===== src/design/hsil_pkg.sv =====
// Shared types and constants for the hash set insert/lookup block.
package hsil_pkg;

	localparam int unsigned KEY_W             = 32;
	localparam int unsigned RECIP_W           = 33;
	localparam int unsigned PROD_W            = KEY_W + RECIP_W;
	localparam int unsigned DEF_BUCKET_COUNT  = 101;
	localparam int unsigned DEF_WAYS          = 4;

	typedef enum logic {
		OP_INSERT = 1'b0,
		OP_LOOKUP = 1'b1
	} op_t;

	typedef enum logic [2:0] {
		ST_CLEAR,
		ST_IDLE,
		ST_MAP1,
		ST_MAP2,
		ST_UPDATE
	} state_t;

endpackage


===== src/design/hsil_bucket_map.sv =====
// Two-stage key-to-bucket map: key modulo BUCKET_COUNT by reciprocal multiply.
module hsil_bucket_map #(
	parameter int unsigned BUCKET_COUNT = hsil_pkg::DEF_BUCKET_COUNT
) (
	input  logic                              clk,
	input  logic                              load,
	input  logic [hsil_pkg::KEY_W-1:0]        key,
	output logic [$clog2(BUCKET_COUNT)-1:0]   bucket
);
	import hsil_pkg::*;

	localparam int unsigned BW    = $clog2(BUCKET_COUNT);
	localparam int unsigned SHIFT = KEY_W + BW;
	// floor(2^SHIFT / D): the estimated quotient is exact or one short
	localparam logic [RECIP_W-1:0] RECIP =
		RECIP_W'((PROD_W'(1) << SHIFT) / PROD_W'(BUCKET_COUNT));

	logic [KEY_W-1:0]  key_s1;
	logic [PROD_W-1:0] prod_s1;
	logic [KEY_W-1:0]  key_s2;
	logic [KEY_W-1:0]  qd_s2;
	logic [KEY_W-1:0]  quot;
	logic [KEY_W-1:0]  rem;

	assign quot = KEY_W'(prod_s1 >> SHIFT);

	always_ff @(posedge clk) begin
		if (load) begin
			key_s1  <= key;
			prod_s1 <= PROD_W'(key) * PROD_W'(RECIP);
		end
		key_s2 <= key_s1;
		qd_s2  <= KEY_W'(quot * KEY_W'(BUCKET_COUNT));
	end

	always_comb begin
		rem = key_s2 - qd_s2;
		// fix up the one-short quotient
		if (rem >= KEY_W'(BUCKET_COUNT)) begin
			rem = rem - KEY_W'(BUCKET_COUNT);
		end
		bucket = BW'(rem);
	end

endmodule


===== config.mk =====
export PLATFORM = sky130hd
export DESIGN_NAME = hsil_bucket_map
export DESIGN_NICKNAME = d
export VERILOG_FILES = /design/src/design/hsil_pkg.sv /design/src/design/hsil_bucket_map.sv
export SDC_FILE = /design/constraint.sdc
export NUM_CORES = 2
export LEC_CHECK = 0
export ABC_AREA = 1
export BUFFER_PORTS_ARGS = -buffer_cell sky130_fd_sc_hd__buf_2
export CORE_MARGIN = 8
export CORE_UTILIZATION = 60
export DETAILED_ROUTE_END_ITERATION = 7
export PLACE_DENSITY = 0.78
export SLEW_MARGIN = 10
export SYNTH_ARGS = -nofsm -noshare
export SYNTH_HDL_FRONTEND = slang
export SYNTH_SLANG_ARGS = --single-unit

===== constraint.sdc =====
create_clock -name clk -period 12.6 [get_ports clk]
set_clock_uncertainty 0.15 [all_clocks]
set_input_delay 1.89 -clock clk [delete_from_list [all_inputs] [get_ports clk]]
set_output_delay 1.89 -clock clk [all_outputs]
set_load 0.01 [all_outputs]

==> out/metrics.yaml <==
min_path:
  min_to: "key_s2[29]$_DFF_P_"
  min_path_type: "reg2reg"
  hold_start: "key_s1[29]$_DFFE_PP_"
  hold_depth: 0
grt:
  overflow: 0
  antenna_found_initial: 1
  grt_pass1_vias: 22300
  track_usage_pct: 29.0
  grt_max_degree: 59
  grt_pass1_wl_um: 119000
place:
  dp_hpwl_um: 68300
  gp_congestion: 1.10
  portBuffers: 40
  placed_area_um2: 28700
setup_path:
  crit_path_start_kind: "input pin"
  rr_startpoint: "prod_s1[40]$_DFFE_PP_"
  r2r_slack_ns: 8.13
  path_class: "in2reg"
  timing.rr.end: "qd_s2[24]$_DFF_P_"
  crit_fanout: 10
  critPathArrivalTime_ns: 8.43
  crit_required_ns: 12.64
  worstRegToRegCells: 16
  endpoint_kind: "register"
cells_and_area:
  nNetsFinal: 4330
  layout_commonest_cell: "inv_1"
  multi_input_area_um2: 20900
  final_cell_mix: "inv_1, ha_1, nand2_1, fa_1, nor2_1"
  antenna_cells: 0
  seq_area_um2: 3020
  synthToLayoutAreaGrowth_pct: 5.53
  final.fill_count: 3896
  design_area_um2: 29200
  drive_gt1_share_pct: 3.16
routing:
  routed_via_density: 5.47
  wl_per_cell_um: 19.4
  antenna_left: 0
  first_pass_iters: 5
  drc: 0
  routed_wl_um: 76600
  vias: 21600
  drt-initial-drc-count: 1702
synth:
  async_flop_share_pct: 0
  yosysWarnings: 0
  syn_area_um2: 27700
  syn_area_per_cell_um2: 8.45
  synth_cells: 3278
  synth-edff-count: 58
  synth_seq_area_share_pct: 10.9
  synth_nets: 4269
  synth-main-ff-cell: "dfxtp_1"
  ys_seq_elements: 122
  synth_cell_type_count: 39
clock_tree:
  clkLatencyLatePin_ns: 0.46
  clock_sinks: 122
  hold_buffers: 0
  cts_root_buf: "clkbuf_16"
  numCtsBuffers: 17
  postCtsResizedCells: 0
  cts_setup_buffers: 0
  h-tree-depth: 4
  clkTransAtPathRegs_ns: 0.06
  cts.path.max_buffers: 2
  cts_tree: "yes"
die:
  die_h_um: 231
  dieWidth_um: 231
  start_util_pct: 60.9
  rows: 78
  io_pins: 41
  core_um2: 45500
  dieArea_um2: 53300
sta:
  setup_violations: 0
  setup_tns_ns: 0
  slew_headroom_pct: 37.4
  period_needed_ns: 8.39
  report.final.slew_viol_count: 0
  tightest_slew_ns: 0.939
  rsz0062_at_grt: "false"
  finalCritPeriodShare_pct: 66.6
  hold_viol: 0
  max_freq_mhz: 119
job:
  cap_violations: 0
run_status:
  status: "finished clean"
## worst max path at each step
stage               slack [ns]     from  cells past startpoint               endpoint
floorplan                 4.62  key[15]                     26  prod_s1[59]$_DFFE_PP_
global placement          3.78   key[9]                     26  prod_s1[59]$_DFFE_PP_
detailed placement        3.82   key[9]                     26  prod_s1[59]$_DFFE_PP_
CTS                       4.26   key[9]                     26  prod_s1[59]$_DFFE_PP_
global route              3.86   key[9]                     26  prod_s1[59]$_DFFE_PP_
finish                    4.21   key[9]                     26  prod_s1[59]$_DFFE_PP_
## cell usage after synthesis (9+ instances only)
master       n  area share [%]
edfxtp_1    58             6.3
a21o_1      14            0.38
nor2_1     161             2.2
fa_1       414              30
dfxtp_1     64             4.6
xor2_1      54             1.7
nor4_1      11            0.25
ha_1       543              25
nand4_1     37            0.84
nor2_2      11            0.25
xnor2_1     27            0.85
inv_1     1012              14
nor3_1      16            0.29
nand2_1    483             6.5
a31oi_1     20            0.45
nand3_1     71             1.3
o21bai_1    24            0.65
o21ai_0     71             1.3
o211ai_1     9            0.24
a21oi_1    127             2.3
## critical path: stages
cell	delay (ns)
buf_2	0.28
inv_1	0.25
fa_1	0.56
xnor2_1	0.15
ha_1	0.20
o21bai_1	0.19
fa_1	0.54
inv_1	0.05
fa_1	0.48
fa_1	0.55
inv_1	0.05
fa_1	0.46
fa_1	0.52
fa_1	0.42
ha_1	0.34
nand2_1	0.13
nor2_1	0.27
nand2_1	0.10
nor4_1	0.29
nand3_1	0.13
nand3_1	0.20
nand2_1	0.08
nand2_1	0.09
nand2_1	0.06
nand2_1	0.07
xor2_1	0.06
## kinds of logic after synthesis
| logic type | synth area share, % |
|---|---|
| buffers and inverters | 13.8 |
| AND/OR/NAND/NOR | 12.4 |
| flip-flops | 10.9 |
| AO/OA/AOI/OAI | 5.85 |
| adder cells (fa/ha/maj) | 54.5 |
| XOR/XNOR | 2.56 |
## per-stage QoR
step                      std cells  setup WS (ns)  utilization [%]  hold WS, ns
final                          3952           4.21             64.2        0.189
after global routing           3952           3.86             64.2        0.196
after CTS                      3952           4.26             64.2        0.189
after detailed placement       3920           3.82             63.0        0.177
after global placement         3920           3.78             63.0        0.174
after floorplan                3278           4.62                -        0.173
## layout make-up
class | instances | share of cell area, %
timing repair buffer | 42 | 0.737
sequential | 122 | 10.3
clock buffer | 21 | 1.61
tap | 600 | 2.57
multi-input combinational | 2141 | 71.4
clock inverter | 11 | 0.317
inverter | 1015 | 13.0
## registers in the layout, indices dropped and copies added (netlist names)
register	cells
key_s1	32
key_s2	32
prod_s1	26
qd_s2	32
## per-layer routing
metal  global-route usage [%]  share of wire, %  vias to the layer above
li1                         -                 -                    10100
met1                     35.6                40                    10400
met2                     48.2                47                      885
met3                     6.90               8.6                      214
met4                     13.2               4.9                        0
met5                        0                 0                        -
Power is left out: the tool's default activity adds up to more than one toggle a clock period on the data nets, which glitch-free logic cannot reach.
